<file path="src/hdl/hxb_pkg.sv">
`timescale 1ns / 1ps

package hxb_pkg;

	localparam logic [7:0] CHAR_ZERO    = 8'h30;
	localparam logic [7:0] CHAR_NINE    = 8'h39;
	localparam logic [7:0] CHAR_LOWER_A = 8'h61;
	localparam logic [7:0] CHAR_LOWER_F = 8'h66;
	localparam logic [7:0] CHAR_UPPER_A = 8'h41;
	localparam logic [7:0] CHAR_UPPER_F = 8'h46;
	localparam logic [7:0] CHAR_LOWER_X = 8'h78;
	localparam logic [7:0] CHAR_UPPER_X = 8'h58;
	localparam logic [7:0] CHAR_SPACE   = 8'h20;
	localparam logic [7:0] CHAR_TAB     = 8'h09;
	localparam logic [7:0] CHAR_CR      = 8'h0d;
	localparam logic [3:0] LETTER_BASE  = 4'd10;

	typedef enum logic [1:0] {
		POS_OPEN   = 2'd0,
		POS_HELD   = 2'd1,
		POS_CLOSED = 2'd2
	} hxb_pos_t;

	typedef enum logic [1:0] {
		ST_OK        = 2'd0,
		ST_BAD_CHAR  = 2'd1,
		ST_NO_DIGITS = 2'd2,
		ST_ODD_COUNT = 2'd3
	} hxb_status_t;

	typedef struct packed {
		logic [7:0] char_code;
		logic       last_char;
	} hxb_in_t;

	typedef struct packed {
		logic [7:0] byte_value;
		logic       byte_present;
		logic       string_end;
		logic [1:0] status;
	} hxb_out_t;

	typedef struct packed {
		logic       space;
		logic       hex;
		logic       zero;
		logic       x_mark;
		logic [3:0] nibble;
	} hxb_class_t;

	typedef struct packed {
		hxb_pos_t   pos;
		logic [3:0] pend;
		logic       held;
		logic       digit_seen;
		logic       bad;
		logic       first_zero;
	} hxb_state_t;

	typedef struct packed {
		logic     emit;
		hxb_out_t data;
	} hxb_res_t;

endpackage

</file>
<file path="src/hdl/hex_text_to_bytes_core.sv">
`timescale 1ns / 1ps

// Streaming hex text decoder: takes one character per transfer, one transfer per cycle
// sustained, and returns each result through an input register, then a result
// register; only out_ready holding off a pending result slows intake. A result
// appears for each completed byte and for the last character of a string, which
// carries the status (ok, bad character, no digits, odd digit count). Bytes of a
// failed string that went out before the error must be discarded downstream.
// cfg_wdata sets whether leading whitespace may come before a 0x prefix; write it
// only while the block is idle.
module hex_text_to_bytes_core
	import hxb_pkg::*;
(
	input  logic     clk,
	input  logic     arst_n,
	input  logic     in_valid,
	output logic     in_ready,
	input  hxb_in_t  in_data,
	output logic     out_valid,
	input  logic     out_ready,
	output hxb_out_t out_data,
	input  logic     cfg_we,
	input  logic     cfg_wdata
);

	logic     prefix_after_space_q;
	logic     valid_s1;
	hxb_in_t  item_s1;
	hxb_res_t res;
	logic     go;
	logic     out_valid_q;
	hxb_out_t out_data_q;

	hxb_step u_step (
		.clk                (clk),
		.arst_n             (arst_n),
		.prefix_after_space (prefix_after_space_q),
		.take               (go),
		.item               (item_s1),
		.res                (res)
	);

	assign go        = valid_s1 && (!res.emit || !out_valid_q || out_ready);
	assign in_ready  = !valid_s1 || go;
	assign out_valid = out_valid_q;
	assign out_data  = out_data_q;

	always_ff @(posedge clk or negedge arst_n) begin
		if (!arst_n) begin
			prefix_after_space_q <= 1'b0;
		end else if (cfg_we) begin
			prefix_after_space_q <= cfg_wdata;
		end
	end

	always_ff @(posedge clk or negedge arst_n) begin
		if (!arst_n) begin
			valid_s1 <= 1'b0;
		end else if (in_ready) begin
			valid_s1 <= in_valid;
		end
	end

	always_ff @(posedge clk) begin
		if (in_ready && in_valid) begin
			item_s1 <= in_data;
		end
	end

	always_ff @(posedge clk or negedge arst_n) begin
		if (!arst_n) begin
			out_valid_q <= 1'b0;
		end else if (go && res.emit) begin
			out_valid_q <= 1'b1;
		end else if (out_ready) begin
			out_valid_q <= 1'b0;
		end
	end

	always_ff @(posedge clk) begin
		if (go && res.emit) begin
			out_data_q <= res.data;
		end
	end

endmodule

</file>
<file path="src/hdl/hxb_classify.sv">
`timescale 1ns / 1ps

module hxb_classify
	import hxb_pkg::*;
(
	input  logic [7:0] char_code,
	output hxb_class_t cls
);

	logic is_dec;
	logic is_low;
	logic is_up;
	logic [7:0] dec_off;
	logic [7:0] low_off;
	logic [7:0] up_off;

	always_comb begin
		is_dec  = (char_code >= CHAR_ZERO) && (char_code <= CHAR_NINE);
		is_low  = (char_code >= CHAR_LOWER_A) && (char_code <= CHAR_LOWER_F);
		is_up   = (char_code >= CHAR_UPPER_A) && (char_code <= CHAR_UPPER_F);
		dec_off = char_code - CHAR_ZERO;
		low_off = char_code - CHAR_LOWER_A;
		up_off  = char_code - CHAR_UPPER_A;

		cls.space  = (char_code == CHAR_SPACE) ||
			((char_code >= CHAR_TAB) && (char_code <= CHAR_CR));
		cls.hex    = is_dec || is_low || is_up;
		cls.zero   = (char_code == CHAR_ZERO);
		cls.x_mark = (char_code == CHAR_LOWER_X) || (char_code == CHAR_UPPER_X);
		if (is_dec) begin
			cls.nibble = dec_off[3:0];
		end else if (is_low) begin
			cls.nibble = low_off[3:0] + LETTER_BASE;
		end else begin
			cls.nibble = up_off[3:0] + LETTER_BASE;
		end
	end

endmodule

</file>
<file path="src/hdl/hxb_step.sv">
`timescale 1ns / 1ps

module hxb_step
	import hxb_pkg::*;
(
	input  logic       clk,
	input  logic       arst_n,
	input  logic       prefix_after_space,
	input  logic       take,
	input  hxb_in_t    item,
	output hxb_res_t   res
);

	typedef struct packed {
		hxb_state_t st;
		logic       have;
		logic [7:0] data_b;
	} hxb_feed_t;

	hxb_state_t state_q;
	hxb_state_t state_d;
	hxb_class_t cls;

	hxb_classify u_classify (
		.char_code (item.char_code),
		.cls       (cls)
	);

	function automatic hxb_feed_t feed(input hxb_feed_t f, input logic [3:0] v);
		hxb_feed_t r;
		r = f;
		r.st.digit_seen = 1'b1;
		if (f.st.held) begin
			r.data_b  = {f.st.pend, v};
			r.have    = 1'b1;
			r.st.held = 1'b0;
			r.st.pend = 4'd0;
		end else begin
			r.st.pend = v;
			r.st.held = 1'b1;
		end
		return r;
	endfunction

	function automatic hxb_feed_t plain(input hxb_feed_t f, input hxb_class_t c);
		hxb_feed_t r;
		r = f;
		if (!c.space) begin
			if (c.hex) begin
				r = feed(f, c.nibble);
			end else begin
				r.st.bad = 1'b1;
			end
		end
		return r;
	endfunction

	hxb_feed_t   f;
	hxb_status_t status;

	always_comb begin
		f.st     = state_q;
		f.have   = 1'b0;
		f.data_b = 8'd0;

		if (!state_q.bad) begin
			unique case (state_q.pos)
				POS_OPEN: begin
					if (cls.space) begin
						if (!prefix_after_space) begin
							f.st.pos = POS_CLOSED;
						end
					end else if (cls.zero) begin
						f.st.pos        = POS_HELD;
						f.st.first_zero = 1'b1;
					end else begin
						f.st.pos = POS_CLOSED;
						f        = plain(f, cls);
					end
				end
				POS_HELD: begin
					f.st.pos = POS_CLOSED;
					if (state_q.first_zero && cls.x_mark) begin
						f.st.first_zero = 1'b0;
					end else begin
						if (state_q.first_zero) begin
							f = feed(f, 4'd0);
						end
						f.st.first_zero = 1'b0;
						f = plain(f, cls);
					end
				end
				default: begin
					f = plain(f, cls);
				end
			endcase
		end

		// a lone leading zero at string end still counts as a digit
		if (item.last_char && !f.st.bad && (f.st.pos == POS_HELD) &&
				f.st.first_zero) begin
			f = feed(f, 4'd0);
		end

		if (f.st.bad) begin
			f.have = 1'b0;
		end

		priority if (f.st.bad) begin
			status = ST_BAD_CHAR;
		end else if (!f.st.digit_seen) begin
			status = ST_NO_DIGITS;
		end else if (f.st.held) begin
			status = ST_ODD_COUNT;
		end else begin
			status = ST_OK;
		end

		res.emit              = f.have || item.last_char;
		res.data.byte_value   = f.have ? f.data_b : 8'd0;
		res.data.byte_present = f.have;
		res.data.string_end   = item.last_char;
		res.data.status       = item.last_char ? status : ST_OK;

		state_d = f.st;
		if (item.last_char) begin
			state_d = '0;
		end
	end

	always_ff @(posedge clk or negedge arst_n) begin
		if (!arst_n) begin
			state_q <= '0;
		end else if (take) begin
			state_q <= state_d;
		end
	end

endmodule

</file>
<file path="config.mk">
export PLATFORM = sky130hd
export DESIGN_NAME = hex_text_to_bytes_core
export DESIGN_NICKNAME = d
export VERILOG_FILES = /design/src/hdl/hxb_pkg.sv /design/src/hdl/hex_text_to_bytes_core.sv /design/src/hdl/hxb_classify.sv /design/src/hdl/hxb_step.sv
export SDC_FILE = /design/constraint.sdc
export NUM_CORES = 1
export LEC_CHECK = 0
export BUFFER_PORTS_ARGS = -buffer_cell sky130_fd_sc_hd__buf_4
export CORE_MARGIN = 8
export CORE_UTILIZATION = 60
export CTS_BUF_LIST = sky130_fd_sc_hd__clkbuf_8
export DETAILED_ROUTE_END_ITERATION = 6
export HOLD_SLACK_MARGIN = 0.15
export PLACE_DENSITY = 0.86
export SLEW_MARGIN = 20
export SYNTH_ARGS = -nofsm -noshare
export SYNTH_HDL_FRONTEND = slang
export SYNTH_HIERARCHICAL = 1
export SYNTH_SLANG_ARGS = --single-unit
</file>
<file path="constraint.sdc">
create_clock -name clk -period 6.9 [get_ports clk]
set_clock_uncertainty 0.05 [all_clocks]
set_input_delay 0.345 -clock clk [delete_from_list [all_inputs] [get_ports clk]]
set_output_delay 0.345 -clock clk [all_outputs]
set_load 0.02 [all_outputs]
</file>
Yosys cells after proc, flatten, opt, wreduce, memory -nomap -nowiden. Index checks and enable logic that the tools add are counted.

Memories: 0. Bits in latches: 0. RAM bits: 0. Input bits: 15. ROM bits: 0. Word-level logic and storage cells: 105. Output and inout bits: 14. Flip-flop bits (word level): 34.

Divide/modulo/power cells: 0. Magnitude comparators: 8. Equality and inequality tests: 6. Mux-type cells: 43. Add/subtract/negate cells: 5. Reductions and logical operators: 26. Shift operators: 0. Multiply operators: 0. Bitwise logic cells: 1.

Operators by type and width (number): 17-bit 2-to-1 mux (5); 9-bit 2-to-1 mux (9); 19-bit 2-to-1 mux (4); 19-bit one-hot mux with 2 select lines (1); 6-bit 2-to-1 mux (3); 8-bit by 6-bit == test with 1-bit output, second input constant (2); 8-bit by 7-bit == test with 1-bit output, second input constant (2); 8-bit by 7-bit greater-or-equal comparator with 1-bit output, second input constant (2); 8-bit by 7-bit less-or-equal comparator with 1-bit output, second input constant (2); 4-bit by 1-bit subtractor with 4-bit output, second input constant (3); 1-bit logical AND (11); 1-bit 2-to-1 mux (10); 10-bit 2-to-1 mux (1); 2-bit 2-to-1 mux (5); 5-bit 2-to-1 mux (2); 4-bit adder, second input constant (2); 8-bit by 4-bit greater-or-equal comparator with 1-bit output, second input constant (1); 8-bit by 6-bit greater-or-equal comparator with 1-bit output, second input constant (1); 8-bit by 4-bit less-or-equal comparator with 1-bit output, second input constant (1); 8-bit by 6-bit less-or-equal comparator with 1-bit output, second input constant (1); 1-bit logical OR (8); 4-bit 2-to-1 mux (2); 7-bit 2-to-1 mux (1); 2-bit by 1-bit == test with 1-bit output, second input constant (2); other kinds (5) (8).

Depth between registers and ports, before layout.
Depth in word-level cells: 25. Depth in mapped cells: 13. Gate-level depth less buffers: 13.

Modules after synthesis. Netlist, hierarchy kept.

By module, submodules not included: hxb_step (instances 1, area each 937.1 um2, seq. area each 250.2 um2, cells an instance 114); hex_text_to_bytes_core (instances 1, area each 773.2 um2, seq. area each 705.7 um2, cells an instance 33); hxb_classify (instances 1, area each 281.5 um2, seq. area each 0.0 um2, cells an instance 37).

Worst setup path after synthesis. OpenSTA, ideal clock, no wires.

Path kind: register -> register. Start: register item_s1[1] (netlist bit). End: register out_data_q (netlist bit out_data[0]), enable pin. Cell stages (with the launch flop): 12. Library setup time: 0.380 ns. Path buffers: 0. Data required time: 6.470 ns. Slack: 3.013 ns. Period minus slack after synthesis: 3.887 ns. Data arrival time: 3.457 ns. Cells stage by stage: edfxtp_1 -> inv_1 -> ha_1 -> a21oi_2 -> or3b_1 -> a2111oi_2 -> nor3b_1 -> a311oi_2 -> a21bo_4 -> or2b_1 -> nand2_1 -> nor2_1.

RTL lines: start: declaration (line hex_text_to_bytes_core.sv:28) `hxb_in_t item_s1;`; start signal: assignment (line hex_text_to_bytes_core.sv:66) `item_s1 <= in_data;`; end signal: assignment (line hex_text_to_bytes_core.sv:82) `out_data_q <= res.data;`; end: declaration (line hex_text_to_bytes_core.sv:32) `hxb_out_t out_data_q;`.

==> metrics.json <==
{
  "cts_root_buffer": "sky130_fd_sc_hd__clkbuf_8",
  "internal_power_uw": 402,
  "final.fill_count": 242,
  "synth_fp_nets": 206,
  "edff_count_synth": 21,
  "avgSynthCellArea_um2": 10.8,
  "num-nets-final": 233,
  "tns_ns": 0,
  "detailroute.via_count": 1593,
  "postCtsSetupRepairBufs": 0,
  "detail_route.drc_violations": 0,
  "post_synth_main_area_contributors": "sky130_fd_sc_hd__edfxtp_1, sky130_fd_sc_hd__dfrtp_1, sky130_fd_sc_hd__ha_1",
  "crit_path_max_fanout": 12,
  "width_of_the_chip_um": 73.6,
  "antenna_violations_before_repair": 0,
  "gr-total-overflow": 0,
  "final_min_period_over_clock_period_pct": 66.4,
  "synth_cell_type_count": 59,
  "tritoncts_num_sinks": 34,
  "layout-drive-gt1-share_pct": 24.1,
  "relSlewSlack_pct": 29.8,
  "setup-violations-final": 0,
  "cts.reportedPaths.clkPinSlew_ns": 0.07,
  "timing.max_cap.violations": 0,
  "yosys.area.top_type_share_pct": 31.7,
  "globalplace.congestion": 0.949,
  "postCtsResizedCells": 0,
  "drt.antenna.violating_nets": 0,
  "share_clk_of_total_power_pct": 41.8,
  "synth-warning-count": 6,
  "synth-seq-cells": 34,
  "port_buffer_count": 28,
  "clk_latency_ns": 0.29,
  "cp-start-kind": "flop",
  "grt_max_degree": 14,
  "synthMostInstantiatedCell": "sky130_fd_sc_hd__edfxtp_1",
  "worstMarginPinSlew_ns": 1.05,
  "die_y_um": 73.6,
  "count_of_antenna_diodes_in_the_layout": 0,
  "synth_commonest_cells": "sky130_fd_sc_hd__edfxtp_1, sky130_fd_sc_hd__a21oi_1, sky130_fd_sc_hd__dfrtp_1",
  "groute.usage.overall_pct": 18.3,
  "dr.first_iter.drc_count": 198,
  "ports": 29,
  "p_seq_share_pct": 46.3,
  "fraction_of_the_yosys_area_taken_by_sequential_cells_pct": 48.0,
  "drtPass1Iterations": 4,
  "max-clock-path-buffers": 2,
  "clock.fmax_mhz": 218,
  "post_synth_inst_count": 184,
  "pwr_density_nw_per_um2": 224,
  "critical_path_class": "flop to flop",
  "timing_max_transition_violations_final": 0,
  "area_of_the_mapped_netlist_um2": 1990,
  "vias_cell": 6.17,
  "ys_async_sr_fraction_pct": 38.2,
  "layout_min_cycle_time_ns": 4.58,
  "power.switching_uw": 125,
  "design.die.area_um2": 5420,
  "clock_tree_from_tritoncts": "yes",
  "route.detailed.wl_per_inst_um": 17.8,
  "power.static_leakage_uw": 0.000896,
  "cts_max_level": 2,
  "run_status": "complete, no violations",
  "worstSetupEndpointType": "flop",
  "critPathArrivalTime_ns": 4.44,
  "hold_viol_final": 0,
  "cts-buffers-inserted": 5,
  "areaGrowthSynthToFinish_pct": 18.4,
  "hp-class": "input pin to flop",
  "synth_ff_type": "sky130_fd_sc_hd__edfxtp_1",
  "power.combinational.fraction_pct": 11.9,
  "worstPathRequired_ns": 6.76,
  "routed_wl_um": 4590,
  "detailedPlacementHpwl_um": 3220,
  "vias_in_the_first_global_route": 1566,
  "num_rows": 21,
  "core_area_um2": 3260,
  "finalHoldWorstSlack_ns": 0.176,
  "yosys.area.top_type": "sky130_fd_sc_hd__edfxtp_1",
  "ir_drop_v": 0.000170,
  "p_total_uw": 527,
  "rsz0062_at_grt": "no",
  "grt_first_pass_wirelength_um": 7540,
  "start_util_pct": 61.1,
  "power_switching_share_pct": 23.7
}
## metal layers
metal / vias up / track usage, % / part of all wire (%) / wire, um
met1: 769 / 20.9 / 40 / 1840
li1: 740 / - / - / -
met2: 75 / 31.4 / 50 / 2290
met3: 9 / 5.18 / 8.1 / 370
met5: - / 0 / 0 / 0
met4: 0 / 6.87 / 2.0 / 92
## repair_timing
action,CTS,global route
hold endpoints to repair,13,0
endpoints found under the setup margin,0,0
hold buffers,1,0
## critical path, cell delays in order (launching register included)
cell and delay, ns:
sky130_fd_sc_hd__edfxtp_1 0.44, sky130_fd_sc_hd__inv_1 0.14, sky130_fd_sc_hd__ha_1 0.27, sky130_fd_sc_hd__a21oi_2 0.08
sky130_fd_sc_hd__or3b_1 0.37, sky130_fd_sc_hd__a2111oi_2 0.77, sky130_fd_sc_hd__nor2_1 0.15, sky130_fd_sc_hd__a311oi_2 0.51
sky130_fd_sc_hd__a21bo_4 0.32, sky130_fd_sc_hd__or2b_1 0.22, sky130_fd_sc_hd__nand2_1 0.07, sky130_fd_sc_hd__nor2_1 0.80
## cell type report
class | count | area (um^2) | area share [%]
clock buffer | 5 | 68.8 | 2.92
clock inverter | 3 | 68.8 | 2.92
inverter | 9 | 33.8 | 1.43
multi-input combinational | 132 | 953 | 40.4
sequential | 34 | 956 | 40.5
tap | 46 | 57.6 | 2.44
timing repair buffer | 29 | 220 | 9.34
## power by group through the flow
| stage | logic (uW) | registers, uW | clock network [uW] |
|---|---|---|---|
| after floorplan | 43.3 | 243 | 0 |
| after global placement | 59.0 | 247 | 0 |
| after detailed placement | 60.6 | 248 | 0 |
| after CTS | 62.1 | 243 | 223 |
| after global routing | 67.4 | 246 | 231 |
| final | 62.7 | 244 | 221 |
## state kept, by name, indices dropped and copies added (netlist names)
name and flops:
out_data 12, item_s1 9, valid_s1 1, u_step/state_q 10, prefix_after_space_q 1, out_valid 1
## layout by cell type (no fill, tap or decap), types with 3 or more instances in the layout
cell type and n:
sky130_fd_sc_hd__buf_4 28, sky130_fd_sc_hd__edfxtp_1 21, sky130_fd_sc_hd__a21oi_1 14, sky130_fd_sc_hd__dfrtp_1 13, sky130_fd_sc_hd__nand2_1 12, sky130_fd_sc_hd__inv_1 9, sky130_fd_sc_hd__nand2b_1 8, sky130_fd_sc_hd__o21ai_0 8
sky130_fd_sc_hd__nor2_1 7, sky130_fd_sc_hd__nand3_1 7, sky130_fd_sc_hd__ha_1 7, sky130_fd_sc_hd__a21o_1 6, sky130_fd_sc_hd__clkbuf_8 5, sky130_fd_sc_hd__a21boi_1 4, sky130_fd_sc_hd__a22o_1 4, sky130_fd_sc_hd__nand3b_1 3
sky130_fd_sc_hd__nor3_1 3, sky130_fd_sc_hd__a31oi_1 3
## path summary, 6_finish.rpt
| check | start | end | slack, ns | cells after the start |
|---|---|---|---|---|
| worst max-delay path | item_s1[2]$_DFFE_PP_ | out_data[6]$_DFFE_PP_ | 2.32 | 11 |
| worst min-delay path | in_data[2] | item_s1[2]$_DFFE_PP_ | 0.18 | 1 |
| worst max register to register | item_s1[2]$_DFFE_PP_ | out_data[6]$_DFFE_PP_ | 2.32 | 11 |
| worst min register to register | u_step/state_q[6]$_DFFE_PN0P_ | u_step/state_q[6]$_DFFE_PN0P_ | 0.45 | 1 |
| max in group asynchronous | arst_n | valid_s1$_DFFE_PN0P_ | 6.26 | 2 |
| min in group asynchronous | arst_n | u_step/state_q[5]$_DFFE_PN0P_ | 0.39 | 2 |
## kinds of logic (layout without fill, tap and decap cells)
family	count (synthesis)	count (layout)	synth area share, %
AO/OA/AOI/OAI	60	60	22.6
flip-flops	34	34	48.0
XOR/XNOR	2	2	0.880
AND/OR/NAND/NOR	61	61	18.8
adder cells (fa/ha/maj)	7	7	4.40
multiplexers	2	2	1.13
buffers and inverters	18	46	4.15
## metrics by stage
step | utilization (%) | cell area (um^2) | setup slack (ns) | cells
after CTS | 72.4 | 2360 | 2.36 | 258
after detailed placement | 67.9 | 2210 | 2.42 | 249
after global routing | 72.4 | 2360 | 2.02 | 258
after global placement | 67.9 | 2210 | 2.55 | 249
after floorplan | - | 1990 | 3.01 | 184
final | 72.4 | 2360 | 2.32 | 258
(Power assumes the default switching activity.)
